===== src/rtl/core/ral_pkg.sv =====
`default_nettype none

package ral_pkg;

    localparam int ADDR_BITS   = 25;
    localparam int MAX_PENDING = 16;

    localparam int OFF_W = ADDR_BITS;
    localparam int SZ_W  = ADDR_BITS + 1;
    localparam int SUM_W = SZ_W + 1;
    localparam int IDX_W = (MAX_PENDING > 1) ? $clog2(MAX_PENDING) : 1;
    localparam int CNT_W = $clog2(MAX_PENDING + 1);

    localparam logic [SZ_W-1:0] CAP_MAX   = SZ_W'(1) << ADDR_BITS;
    localparam logic [SZ_W-1:0] CAP_RESET = SZ_W'(32 * 1024 * 1024);

    localparam logic [1:0] ST_OK      = 2'd0;
    localparam logic [1:0] ST_NOSPACE = 2'd1;
    localparam logic [1:0] ST_FULL    = 2'd2;

    localparam logic CMD_ALLOC   = 1'b0;
    localparam logic CMD_RELEASE = 1'b1;

    // controller -> datapath
    typedef struct packed {
        logic load;          // capture input item
        logic mod_head;      // reduce head modulo capacity
        logic cons_rel;      // consume released section at head
        logic absorb;        // consume matched parked section
        logic head_wr;       // head <= modulo result
        logic alloc_prep;
        logic alloc_calc;
        logic match_en;
        logic match_key_off; // 1: key is release offset, 0: key is head
        logic park;
        logic fin;           // load output register, commit allocate
    } ral_cmd_t;

    // datapath -> controller
    typedef struct packed {
        logic cmd_rel;
        logic head_ok;
        logic head_hit;
        logic mod_done;
        logic match_any;
        logic out_free;
    } ral_sts_t;

    function automatic logic [SZ_W-1:0] eff_cap(input logic [SZ_W-1:0] c);
        logic [SZ_W-1:0] r;
        r = c;
        if (c == '0) r = SZ_W'(1);
        if (c > CAP_MAX) r = CAP_MAX;
        return r;
    endfunction

    // lowest set bit
    function automatic logic [IDX_W-1:0] first_set(input logic [MAX_PENDING-1:0] v);
        logic [IDX_W-1:0] r;
        r = '0;
        for (int i = MAX_PENDING - 1; i >= 0; i--) begin
            if (v[i]) r = IDX_W'(i);
        end
        return r;
    endfunction

endpackage

`default_nettype wire


===== src/rtl/core/ral_mod.sv =====
`default_nettype none

// a % cap: one compare for a < 2*cap, else restoring remainder, one bit per cycle
module ral_mod import ral_pkg::*; (
    input  logic             clk,
    input  logic             rst_n,
    input  logic             start,
    input  logic [SUM_W-1:0] a,
    input  logic [SZ_W-1:0]  cap,
    output logic             done,
    output logic [OFF_W-1:0] rem
);

    localparam int STEP_W = $clog2(SUM_W + 1);

    localparam logic [1:0] M_IDLE  = 2'd0;
    localparam logic [1:0] M_CHECK = 2'd1;
    localparam logic [1:0] M_ITER  = 2'd2;

    logic [1:0]        phase_reg, phase_next;
    logic              done_reg, done_next;
    logic [STEP_W-1:0] step_reg, step_next;
    logic [SUM_W-1:0]  a_reg;
    logic [SZ_W-1:0]   cap_q;
    logic [OFF_W-1:0]  r_reg;

    logic [SZ_W-1:0]   shift_in;
    logic [SZ_W-1:0]   r_step;
    logic [SUM_W-1:0]  diff1;
    logic              fast0;
    logic              fast1;

    assign shift_in = {r_reg, a_reg[SUM_W-1]};
    assign r_step   = (shift_in >= cap_q) ? shift_in - cap_q : shift_in;
    assign diff1    = a_reg - SUM_W'(cap_q);
    assign fast0    = a_reg < SUM_W'(cap_q);
    assign fast1    = a_reg < {cap_q, 1'b0};

    always_comb
    begin
        phase_next = phase_reg;
        done_next  = 1'b0;
        step_next  = step_reg;
        case (phase_reg)
            M_IDLE:
            begin
                if (start) phase_next = M_CHECK;
            end
            M_CHECK:
            begin
                if (fast0 || fast1) begin
                    phase_next = M_IDLE;
                    done_next  = 1'b1;
                end
                else begin
                    phase_next = M_ITER;
                    step_next  = STEP_W'(SUM_W);
                end
            end
            M_ITER:
            begin
                step_next = step_reg - STEP_W'(1);
                if (step_reg == STEP_W'(1)) begin
                    phase_next = M_IDLE;
                    done_next  = 1'b1;
                end
            end
            default:
            begin
                phase_next = M_IDLE;
            end
        endcase
    end

    always_ff @(posedge clk or negedge rst_n)
    begin
        if (!rst_n) begin
            phase_reg <= M_IDLE;
            done_reg  <= 1'b0;
            step_reg  <= '0;
        end
        else begin
            phase_reg <= phase_next;
            done_reg  <= done_next;
            step_reg  <= step_next;
        end
    end

    always_ff @(posedge clk)
    begin
        if (phase_reg == M_IDLE && start) begin
            a_reg <= a;
            cap_q <= cap;
        end
        else if (phase_reg == M_CHECK) begin
            if (fast0)      r_reg <= a_reg[OFF_W-1:0];
            else if (fast1) r_reg <= diff1[OFF_W-1:0];
            else            r_reg <= '0;
        end
        else if (phase_reg == M_ITER) begin
            r_reg <= r_step[OFF_W-1:0];
            a_reg <= a_reg << 1;
        end
    end

    assign done = done_reg;
    assign rem  = r_reg;

    a_rem_below_cap: assert property (@(posedge clk) disable iff (!rst_n)
        done_reg |-> (SZ_W'(r_reg) < cap_q))
        else $error("remainder not below capacity");

endmodule

`default_nettype wire


===== src/rtl/core/ral_table.sv =====
`default_nettype none

// parked release table: registered match vector, at most one write and one clear per cycle
module ral_table import ral_pkg::*; (
    input  logic             clk,
    input  logic             rst_n,
    input  logic             match_en,
    input  logic [OFF_W-1:0] key,
    input  logic             wr_en,
    input  logic [OFF_W-1:0] wr_off,
    input  logic [SZ_W-1:0]  wr_size,
    input  logic             clr_en,
    output logic             match_any,
    output logic             slot_ok,
    output logic [SZ_W-1:0]  rd_size
);

    logic [MAX_PENDING-1:0] valid_reg, valid_next;
    logic [MAX_PENDING-1:0] match_reg, match_next;
    logic [OFF_W-1:0]       off_mem  [MAX_PENDING];
    logic [SZ_W-1:0]        size_mem [MAX_PENDING];

    logic [IDX_W-1:0]       match_idx;
    logic [IDX_W-1:0]       free_idx;
    logic [IDX_W-1:0]       wr_idx;
    logic                   free_any;

    assign match_any = |match_reg;
    assign free_any  = |(~valid_reg);
    assign match_idx = first_set(match_reg);
    assign free_idx  = first_set(~valid_reg);
    // an existing entry at the same offset is overwritten
    assign wr_idx    = match_any ? match_idx : free_idx;
    assign slot_ok   = match_any || free_any;
    assign rd_size   = size_mem[match_idx];

    always_comb
    begin
        match_next = match_reg;
        if (match_en) begin
            for (int i = 0; i < MAX_PENDING; i++) begin
                match_next[i] = valid_reg[i] && (off_mem[i] == key);
            end
        end
    end

    always_comb
    begin
        valid_next = valid_reg;
        if (clr_en) valid_next[match_idx] = 1'b0;
        if (wr_en && slot_ok) valid_next[wr_idx] = 1'b1;
    end

    always_ff @(posedge clk or negedge rst_n)
    begin
        if (!rst_n) begin
            valid_reg <= '0;
            match_reg <= '0;
        end
        else begin
            valid_reg <= valid_next;
            match_reg <= match_next;
        end
    end

    always_ff @(posedge clk)
    begin
        if (wr_en && slot_ok) begin
            off_mem[wr_idx]  <= wr_off;
            size_mem[wr_idx] <= wr_size;
        end
    end

    a_match_unique: assert property (@(posedge clk) disable iff (!rst_n)
        $onehot0(match_reg))
        else $error("parked offset matched more than one entry");

    a_park_sets_valid: assert property (@(posedge clk) disable iff (!rst_n)
        (wr_en && slot_ok && !clr_en) |=> valid_reg[$past(wr_idx)])
        else $error("parked entry not marked valid");

endmodule

`default_nettype wire


===== src/rtl/core/ral_dp.sv =====
`default_nettype none

module ral_dp import ral_pkg::*; (
    input  logic             clk,
    input  logic             rst_n,
    input  logic             cfg_we,
    input  logic [SZ_W-1:0]  cfg_wdata,
    input  logic             cmd,
    input  logic [SZ_W-1:0]  req_size,
    input  logic [OFF_W-1:0] rel_offset,
    input  logic [SZ_W-1:0]  rel_size,
    input  ral_cmd_t         ctl,
    output ral_sts_t         sts,
    output logic             out_valid,
    input  logic             out_ready,
    output logic [1:0]       status,
    output logic [OFF_W-1:0] grant_offset,
    output logic [SZ_W-1:0]  grant_size,
    output logic [SZ_W-1:0]  bytes_used
);

    logic             cmd_q;
    logic [SZ_W-1:0]  req_q;
    logic [OFF_W-1:0] off_q;
    logic [SZ_W-1:0]  rsize_q;

    logic [SZ_W-1:0]  cap_reg;
    logic [OFF_W-1:0] head_reg;
    logic [SZ_W-1:0]  used_reg;
    logic             full_reg;
    logic             out_valid_reg;

    logic [SZ_W-1:0]  freeb_reg;
    logic [SUM_W-1:0] tail_reg;
    logic [SZ_W-1:0]  alloc_reg;
    logic [OFF_W-1:0] goff_reg;

    logic [1:0]       status_reg;
    logic [OFF_W-1:0] gofs_out_reg;
    logic [SZ_W-1:0]  gsize_out_reg;
    logic [SZ_W-1:0]  used_out_reg;

    logic             mod_start;
    logic [SUM_W-1:0] mod_a;
    logic             mod_done;
    logic [OFF_W-1:0] mod_rem;

    logic             match_any;
    logic             slot_ok;
    logic [SZ_W-1:0]  pend_size;

    logic [SZ_W-1:0]  cons_size;
    logic [SUM_W-1:0] cons_sum;
    logic [SZ_W-1:0]  used_sub;

    logic [SZ_W-1:0]  freeb_next;
    logic [SUM_W-1:0] tail_next;
    logic [SZ_W-1:0]  alloc0;
    logic [SUM_W-1:0] room;
    logic             tail_in;
    logic [SUM_W-1:0] wrap_tail;
    logic [SZ_W-1:0]  alloc_next;
    logic [OFF_W-1:0] goff_next;

    logic [SZ_W-1:0]  alloc_eff;
    logic [SZ_W-1:0]  used_fin;
    logic [1:0]       status_fin;
    logic             is_rel;

    assign is_rel = (cmd_q == CMD_RELEASE);

    // consume path: release at head, or absorbed parked section
    assign cons_size = ctl.absorb ? pend_size : rsize_q;
    assign cons_sum  = SUM_W'(head_reg) + SUM_W'(cons_size);
    assign used_sub  = (cons_size >= used_reg) ? '0 : used_reg - cons_size;

    assign mod_start = ctl.mod_head || ctl.cons_rel || ctl.absorb;
    assign mod_a     = ctl.mod_head ? SUM_W'(head_reg) : cons_sum;

    // allocate, first step
    assign freeb_next = (used_reg >= cap_reg) ? '0 : cap_reg - used_reg;
    assign tail_next  = SUM_W'(head_reg) + SUM_W'(used_reg);

    // allocate, second step: never run past the end of the region
    assign alloc0     = (req_q < freeb_reg) ? req_q : freeb_reg;
    assign room       = SUM_W'(cap_reg) - tail_reg;
    assign tail_in    = tail_reg < SUM_W'(cap_reg);
    assign alloc_next = (tail_in && (SUM_W'(alloc0) > room)) ? room[SZ_W-1:0] : alloc0;
    assign wrap_tail  = tail_reg - SUM_W'(cap_reg);
    assign goff_next  = tail_in ? tail_reg[OFF_W-1:0] : wrap_tail[OFF_W-1:0];

    assign alloc_eff  = is_rel ? '0 : alloc_reg;
    assign used_fin   = used_reg + alloc_eff;

    always_comb
    begin
        if (is_rel)                status_fin = full_reg ? ST_FULL : ST_OK;
        else if (alloc_reg == '0)  status_fin = ST_NOSPACE;
        else                       status_fin = ST_OK;
    end

    ral_mod u_mod (
        .clk   (clk),
        .rst_n (rst_n),
        .start (mod_start),
        .a     (mod_a),
        .cap   (cap_reg),
        .done  (mod_done),
        .rem   (mod_rem)
    );

    ral_table u_table (
        .clk       (clk),
        .rst_n     (rst_n),
        .match_en  (ctl.match_en),
        .key       (ctl.match_key_off ? off_q : head_reg),
        .wr_en     (ctl.park),
        .wr_off    (off_q),
        .wr_size   (rsize_q),
        .clr_en    (ctl.absorb),
        .match_any (match_any),
        .slot_ok   (slot_ok),
        .rd_size   (pend_size)
    );

    always_ff @(posedge clk or negedge rst_n)
    begin
        if (!rst_n) begin
            cap_reg       <= eff_cap(CAP_RESET);
            head_reg      <= '0;
            used_reg      <= '0;
            full_reg      <= 1'b0;
            out_valid_reg <= 1'b0;
        end
        else begin
            if (cfg_we) cap_reg <= eff_cap(cfg_wdata);
            if (ctl.head_wr) head_reg <= mod_rem;
            if (ctl.cons_rel || ctl.absorb) used_reg <= used_sub;
            else if (ctl.fin)                used_reg <= used_fin;
            if (ctl.load)                    full_reg <= 1'b0;
            else if (ctl.park && !slot_ok)   full_reg <= 1'b1;
            if (ctl.fin)                     out_valid_reg <= 1'b1;
            else if (out_ready)              out_valid_reg <= 1'b0;
        end
    end

    always_ff @(posedge clk)
    begin
        if (ctl.load) begin
            cmd_q   <= cmd;
            req_q   <= req_size;
            off_q   <= rel_offset;
            rsize_q <= rel_size;
        end
        if (ctl.alloc_prep) begin
            freeb_reg <= freeb_next;
            tail_reg  <= tail_next;
        end
        if (ctl.alloc_calc) begin
            alloc_reg <= alloc_next;
            goff_reg  <= goff_next;
        end
        if (ctl.fin) begin
            status_reg    <= status_fin;
            gofs_out_reg  <= (alloc_eff != '0) ? goff_reg : '0;
            gsize_out_reg <= alloc_eff;
            used_out_reg  <= used_fin;
        end
    end

    assign sts.cmd_rel   = is_rel;
    assign sts.head_ok   = SZ_W'(head_reg) < cap_reg;
    assign sts.head_hit  = (off_q == head_reg);
    assign sts.mod_done  = mod_done;
    assign sts.match_any = match_any;
    assign sts.out_free  = !out_valid_reg || out_ready;

    assign out_valid    = out_valid_reg;
    assign status       = status_reg;
    assign grant_offset = gofs_out_reg;
    assign grant_size   = gsize_out_reg;
    assign bytes_used   = used_out_reg;

endmodule

`default_nettype wire


===== src/rtl/core/ral_ctrl.sv =====
`default_nettype none

module ral_ctrl import ral_pkg::*; (
    input  logic     clk,
    input  logic     rst_n,
    input  logic     in_valid,
    output logic     in_ready,
    input  ral_sts_t sts,
    output ral_cmd_t ctl
);

    localparam logic [3:0] S_IDLE  = 4'd0;
    localparam logic [3:0] S_HWAIT = 4'd1;
    localparam logic [3:0] S_DISP  = 4'd2;
    localparam logic [3:0] S_ALLOC = 4'd3;
    localparam logic [3:0] S_CWAIT = 4'd4;
    localparam logic [3:0] S_MATCH = 4'd5;
    localparam logic [3:0] S_CHAIN = 4'd6;
    localparam logic [3:0] S_PARK  = 4'd7;
    localparam logic [3:0] S_FIN   = 4'd8;

    logic [3:0]       state_reg, state_next;
    logic [CNT_W-1:0] cnt_reg, cnt_next;

    always_comb
    begin
        state_next = state_reg;
        cnt_next   = cnt_reg;
        ctl        = '0;
        in_ready   = 1'b0;
        case (state_reg)
            S_IDLE:
            begin
                in_ready = 1'b1;
                if (in_valid) begin
                    ctl.load = 1'b1;
                    if (sts.head_ok) begin
                        state_next = S_DISP;
                    end
                    else begin
                        // capacity shrank since head was last moved
                        ctl.mod_head = 1'b1;
                        state_next   = S_HWAIT;
                    end
                end
            end
            S_HWAIT:
            begin
                if (sts.mod_done) begin
                    ctl.head_wr = 1'b1;
                    state_next  = S_DISP;
                end
            end
            S_DISP:
            begin
                ctl.alloc_prep = 1'b1;
                cnt_next       = '0;
                if (!sts.cmd_rel) begin
                    state_next = S_ALLOC;
                end
                else if (sts.head_hit) begin
                    ctl.cons_rel = 1'b1;
                    state_next   = S_CWAIT;
                end
                else begin
                    ctl.match_en      = 1'b1;
                    ctl.match_key_off = 1'b1;
                    state_next        = S_PARK;
                end
            end
            S_ALLOC:
            begin
                ctl.alloc_calc = 1'b1;
                state_next     = S_FIN;
            end
            S_CWAIT:
            begin
                if (sts.mod_done) begin
                    ctl.head_wr = 1'b1;
                    state_next  = S_MATCH;
                end
            end
            S_MATCH:
            begin
                ctl.match_en = 1'b1;
                state_next   = S_CHAIN;
            end
            S_CHAIN:
            begin
                if (sts.match_any && (cnt_reg != CNT_W'(MAX_PENDING))) begin
                    ctl.absorb = 1'b1;
                    cnt_next   = cnt_reg + CNT_W'(1);
                    state_next = S_CWAIT;
                end
                else begin
                    state_next = S_FIN;
                end
            end
            S_PARK:
            begin
                ctl.park   = 1'b1;
                state_next = S_FIN;
            end
            S_FIN:
            begin
                if (sts.out_free) begin
                    ctl.fin    = 1'b1;
                    state_next = S_IDLE;
                end
            end
            default:
            begin
                state_next = S_IDLE;
            end
        endcase
    end

    always_ff @(posedge clk or negedge rst_n)
    begin
        if (!rst_n) begin
            state_reg <= S_IDLE;
            cnt_reg   <= '0;
        end
        else begin
            state_reg <= state_next;
            cnt_reg   <= cnt_next;
        end
    end

    a_done_when_waiting: assert property (@(posedge clk) disable iff (!rst_n)
        sts.mod_done |-> (state_reg == S_HWAIT || state_reg == S_CWAIT))
        else $error("modulo result arrived outside a wait state");

    a_chain_bounded: assert property (@(posedge clk) disable iff (!rst_n)
        cnt_reg <= CNT_W'(MAX_PENDING))
        else $error("chain absorbed too many parked sections");

endmodule

`default_nettype wire


===== src/rtl/core/ring_allocator_out_of_order_release.sv =====
`default_nettype none

// channel   handshake             payload
// -------   --------------------  ---------------------------------------------
// input     in_valid / in_ready   cmd, req_size, rel_offset, rel_size
// result    out_valid / out_ready status, grant_offset, grant_size, bytes_used
// config    cfg_we                cfg_wdata (capacity)
//
// Allocate runs through dispatch, allocate and the final state; release elsewhere
// through dispatch, park and final. Release at head moves the head through the
// modulo unit, then absorbs each parked section at the new head in the same way.
// The modulo unit ends on one compare, or one remainder bit per cycle when head
// plus size reaches twice the capacity. After a capacity change that leaves the head
// outside the region, the first item pays a modulo wait once more.
// Reset clears the parked-table valid bits at once; no clearing pass.
// A result waiting on out_ready does not block accepting the next item, whose
// result then waits in its final state.
module ring_allocator_out_of_order_release import ral_pkg::*; (
    input  logic             clk,
    input  logic             rst_n,
    input  logic             cfg_we,
    input  logic [SZ_W-1:0]  cfg_wdata,
    input  logic             in_valid,
    output logic             in_ready,
    input  logic             cmd,
    input  logic [SZ_W-1:0]  req_size,
    input  logic [OFF_W-1:0] rel_offset,
    input  logic [SZ_W-1:0]  rel_size,
    output logic             out_valid,
    input  logic             out_ready,
    output logic [1:0]       status,
    output logic [OFF_W-1:0] grant_offset,
    output logic [SZ_W-1:0]  grant_size,
    output logic [SZ_W-1:0]  bytes_used
);

    ral_cmd_t ctl;
    ral_sts_t sts;

    ral_ctrl u_ctrl (
        .clk      (clk),
        .rst_n    (rst_n),
        .in_valid (in_valid),
        .in_ready (in_ready),
        .sts      (sts),
        .ctl      (ctl)
    );

    ral_dp u_dp (
        .clk          (clk),
        .rst_n        (rst_n),
        .cfg_we       (cfg_we),
        .cfg_wdata    (cfg_wdata),
        .cmd          (cmd),
        .req_size     (req_size),
        .rel_offset   (rel_offset),
        .rel_size     (rel_size),
        .ctl          (ctl),
        .sts          (sts),
        .out_valid    (out_valid),
        .out_ready    (out_ready),
        .status       (status),
        .grant_offset (grant_offset),
        .grant_size   (grant_size),
        .bytes_used   (bytes_used)
    );

endmodule

`default_nettype wire

===== config.mk =====
export PLATFORM = sky130hd
export DESIGN_NAME = ring_allocator_out_of_order_release
export DESIGN_NICKNAME = d
export VERILOG_FILES = /design/src/rtl/core/ral_pkg.sv /design/src/rtl/core/ral_mod.sv /design/src/rtl/core/ral_table.sv /design/src/rtl/core/ral_dp.sv /design/src/rtl/core/ral_ctrl.sv /design/src/rtl/core/ring_allocator_out_of_order_release.sv
export SDC_FILE = /design/constraint.sdc
export NUM_CORES = 2
export LEC_CHECK = 0
export BUFFER_PORTS_ARGS = -buffer_cell sky130_fd_sc_hd__buf_2
export CORE_MARGIN = 4
export CORE_UTILIZATION = 50
export CTS_CLUSTER_SIZE = 25
export DETAILED_ROUTE_END_ITERATION = 7
export PLACE_DENSITY_LB_ADDON = 0.3
export SYNTH_ARGS = -nofsm -noshare
export SYNTH_HDL_FRONTEND = slang
export SYNTH_SLANG_ARGS = --single-unit
export TNS_END_PERCENT = 5

===== constraint.sdc =====
create_clock -name clk -period 7.25 [get_ports clk]
set_input_delay 0.3625 -clock clk [delete_from_list [all_inputs] [get_ports clk]]
set_output_delay 0.3625 -clock clk [all_outputs]
set_load 0.01 [all_outputs]

==> results.md <==
- Status: complete, but fails checks
- Violated checks: DRC
- Vias in the first global route: 46,900
- Row count: 133
- Top Registers: u_dp.u_table.size_mem: 416 flops, u_dp.u_table.off_mem: 400 flops
- Fin Clk Skew: 0.0328 ns
- Chip Height: 373 um
- CP arrival: 7.08 ns
- Starting Density: 50.5%
- Peak VDD IR: 225 uV
- MaxCap Viol Count: 0
- Setup_tns: 0 ns
- Die footprint: 139,000 um2
- Critical path class: reg2reg
- Period minus WS final: 6.37 ns
- CTS Buf Count: 140
- Hold Vio Cnt, Final: 0
- Maximum root-to-sink buffer count: 3
- Synth Register Bits: 1,283
- Clock slew at reported path FFs: 0.06 ns
- CP cell instances: nand2b_1, a221oi_1, o21ai_1, o31ai_4, buf_12, nand2_1, nand3_1, a21oi_1, nor4_1, mux2i_1, ha_1, nand4_1, nor3_1, o21ai_0, a21oi_1, o21ai_0, or4_1, nand2_1, buf_4, a21o_1, o211a_1
- Critical path peak fanout: 63
- Max reg flops: 416
- Clock Sinks: 1,283
- Number of library cell types mapped by synthesis: 92
- Clock Tree Root: clkbuf_16
- First-pass GRT wire length: 304 mm
- Nets: 6,471
- Most frequent cells in the layout: edfxtp_1 (1,155), nand2_1 (604), xor2_1 (453), ha_1 (343), a21oi_1 (342)
- Worst Path Buf+Inv: 2
- Slew @ Worst Pin: 1.26 ns
- Initial DRC count: 5,800
- CTS tree: done
- Gp weighted congestion: 0.968
- Seq/Total Area, Yosys: 56.8%
- Tot Pwr: 23.3 mW
- Synthesized area: 66,700 um2
- Power Density: 306 nW/um2
- Highest achievable clock rate: 157 MHz
- Layout area overhead: 13.9%
- Pins Over Slew Limit: 0
- Dpl hpwl: 140 mm
- Hold crit path type: in2reg
- Vias: 48,500
- Post-synth net total: 6,095
- Via/cell ratio: 6.14
- Critical path launch point type: register
- Area leader, netlist: edfxtp_1
- CP top delay family: compound AO/OA/AOI/OAI gates
- Most common cell after layout, fill and taps aside: edfxtp_1
- Ys flop type: edfxtp_1
- DR DRC count: 2
- Total grt overflow: 0
- Yosys top cell area share: 52.0%
- Syn Inst Count: 5,634
- Top cells by area, synth: edfxtp_1 (52%), ha_1 (6.4%), xor2_1 (5.9%)
- Placeable core area: 132,000 um2
- Initial antenna violation count: 8
- Syn Area/Cell: 11.8 um2
- Slowest-stage cell, CP: o31ai_4
- Largest Register: u_dp.u_table.size_mem
- Unrepaired setup endpoints after global routing: false
- Tcrit/Tclk final: 87.8%
- Port Buf Inserts: 189
- Setup violations, final: 0
- Rel. slew slack: 16.0%
- WL/cell: 26.4 um
- Final WL: 208 mm
- Die Span X: 373 um
- Number of antenna-violating nets in the routed design: 0
- Yosys warnings: 0
- Static leakage: 28.8 nW
- Endpoint type of the worst setup path: register
- Drt first pass iters: 8
- Skew-Pair Late Insertion Delay: 0.78 ns
- Fillers: 10,600
- Htree depth: 4
- Ratio of cells with drive above 1 in the final layout: 11.7%
- Ports: 190
- Slowest cell delay on critical path: 0.71 ns
- Total GRT Usage: 29.1%
- Asr flop ratio synth: 9.98%
- Post-synth EDFFs: 1,155
- Worst endpoint required time: 7.96 ns
- Maximum number of pins on one net before global-route repair: 106
## per-layer routing
layer	GRT usage, %	wire length (um)	vias to the layer above
li1	-	-	21600
met1	38.8	82900	23900
met2	45.9	95100	2447
met3	5.46	18800	539
met4	14.3	11400	2
met5	0	10	-
## area by class of cell
| class | instances | area [um2] | share of cell area (%) |
|---|---|---|---|
| flip-flops and latches | 1283 | 37900 | 49.9 |
| diodes | 6 | 15.0 | 0.0198 |
| well taps | 1755 | 2200 | 2.89 |
| multi-input cells | 3928 | 27300 | 36.0 |
| clock buffers | 186 | 3860 | 5.09 |
| clock inverters | 71 | 709 | 0.934 |
| inverters | 222 | 840 | 1.11 |
| repair buffers | 435 | 3130 | 4.13 |
## report_power, final
| part | internal, mW | total, mW | switching [mW] |
|---|---|---|---|
| clock network | 4.10 | 7.12 | 3.02 |
| logic | 2.33 | 6.50 | 4.18 |
| registers | 9.02 | 9.65 | 0.629 |
## Yosys cell counts, types with 68 or more instances
cell type and instances:
xor2_1 453, a21o_1 86, xnor2_1 148, a21oi_1 344, nor3_1 83, nor2_1 262, nand2_1 606, mux2_2 68
o21ai_0 267, nand4_1 146, dfrtp_1 127, mux2i_1 106, inv_1 220, clkbuf_1 140, edfxtp_1 1155, ha_1 343
nand3_1 240
## worst register-to-register path: stages, from the launching register on
cell and delay [ns]:
dfrtp_1 0.41, nand2b_1 0.15, a221oi_1 0.47, o21ai_1 0.23
o31ai_4 0.71, buf_12 0.38, nand2_1 0.14, nand3_1 0.09
a21oi_1 0.07, nor4_1 0.56, mux2i_1 0.28, ha_1 0.45
nand4_1 0.16, nor3_1 0.31, o21ai_0 0.18, a21oi_1 0.23
o21ai_0 0.17, or4_1 0.51, nand2_1 0.26, buf_4 0.28
a21o_1 0.16, o211a_1 0.14
## timing repair
action	in CTS	in global routing
hold endpoints to repair	175	0
setup buffers	0	0
endpoints found under the setup margin	0	0
hold buffers	104	0
gates resized for setup	0	0
## worst paths after layout
| check | from | endpoint | slack, ns | cells past startpoint |
|---|---|---|---|---|
| setup / recovery | u_dp.u_table.match_reg[14] | u_dp.used_reg[18] | 0.88 | 21 |
| min in group asynchronous | rst_n | u_dp.head_reg[18] | 0.22 | 2 |
| hold / removal | out_ready | u_dp.out_valid | 0.07 | 3 |
| hold reg to reg | u_dp.goff_reg[20] | u_dp.grant_offset[20] | 0.51 | 1 |
| max in group asynchronous | rst_n | u_dp.head_reg[4] | 5.69 | 3 |
| setup reg to reg | u_dp.u_table.match_reg[14] | u_dp.used_reg[18] | 0.88 | 21 |
## cells by family after synthesis
| logic type | synth area share [%] |
|---|---|
| multiplexers | 3.45 |
| XOR/XNOR | 7.89 |
| flip-flops | 56.8 |
| buffers and inverters | 2.66 |
| AND/OR/NAND/NOR | 12.0 |
| adder cells (fa/ha/maj) | 6.72 |
| AO/OA/AOI/OAI | 10.4 |
## per-stage QoR
| stage | hold slack, ns | utilization [%] | area [um2] | worst slack, ns | std cells |
|---|---|---|---|---|---|
| after detailed placement | 0.484 | 53.3 | 70300 | 1.01 | 7519 |
| after global routing | 0.0818 | 57.6 | 76000 | 0.411 | 7880 |
| final | 0.0670 | 57.6 | 76000 | 0.882 | 7886 |
| after global placement | 0.473 | 53.3 | 70300 | 1.11 | 7519 |
| after floorplan | 0.0669 | - | 66700 | 1.30 | 5634 |
| after CTS | 0.0375 | 57.6 | 76000 | 1.01 | 7880 |
Power figures use the tool's default switching activity.
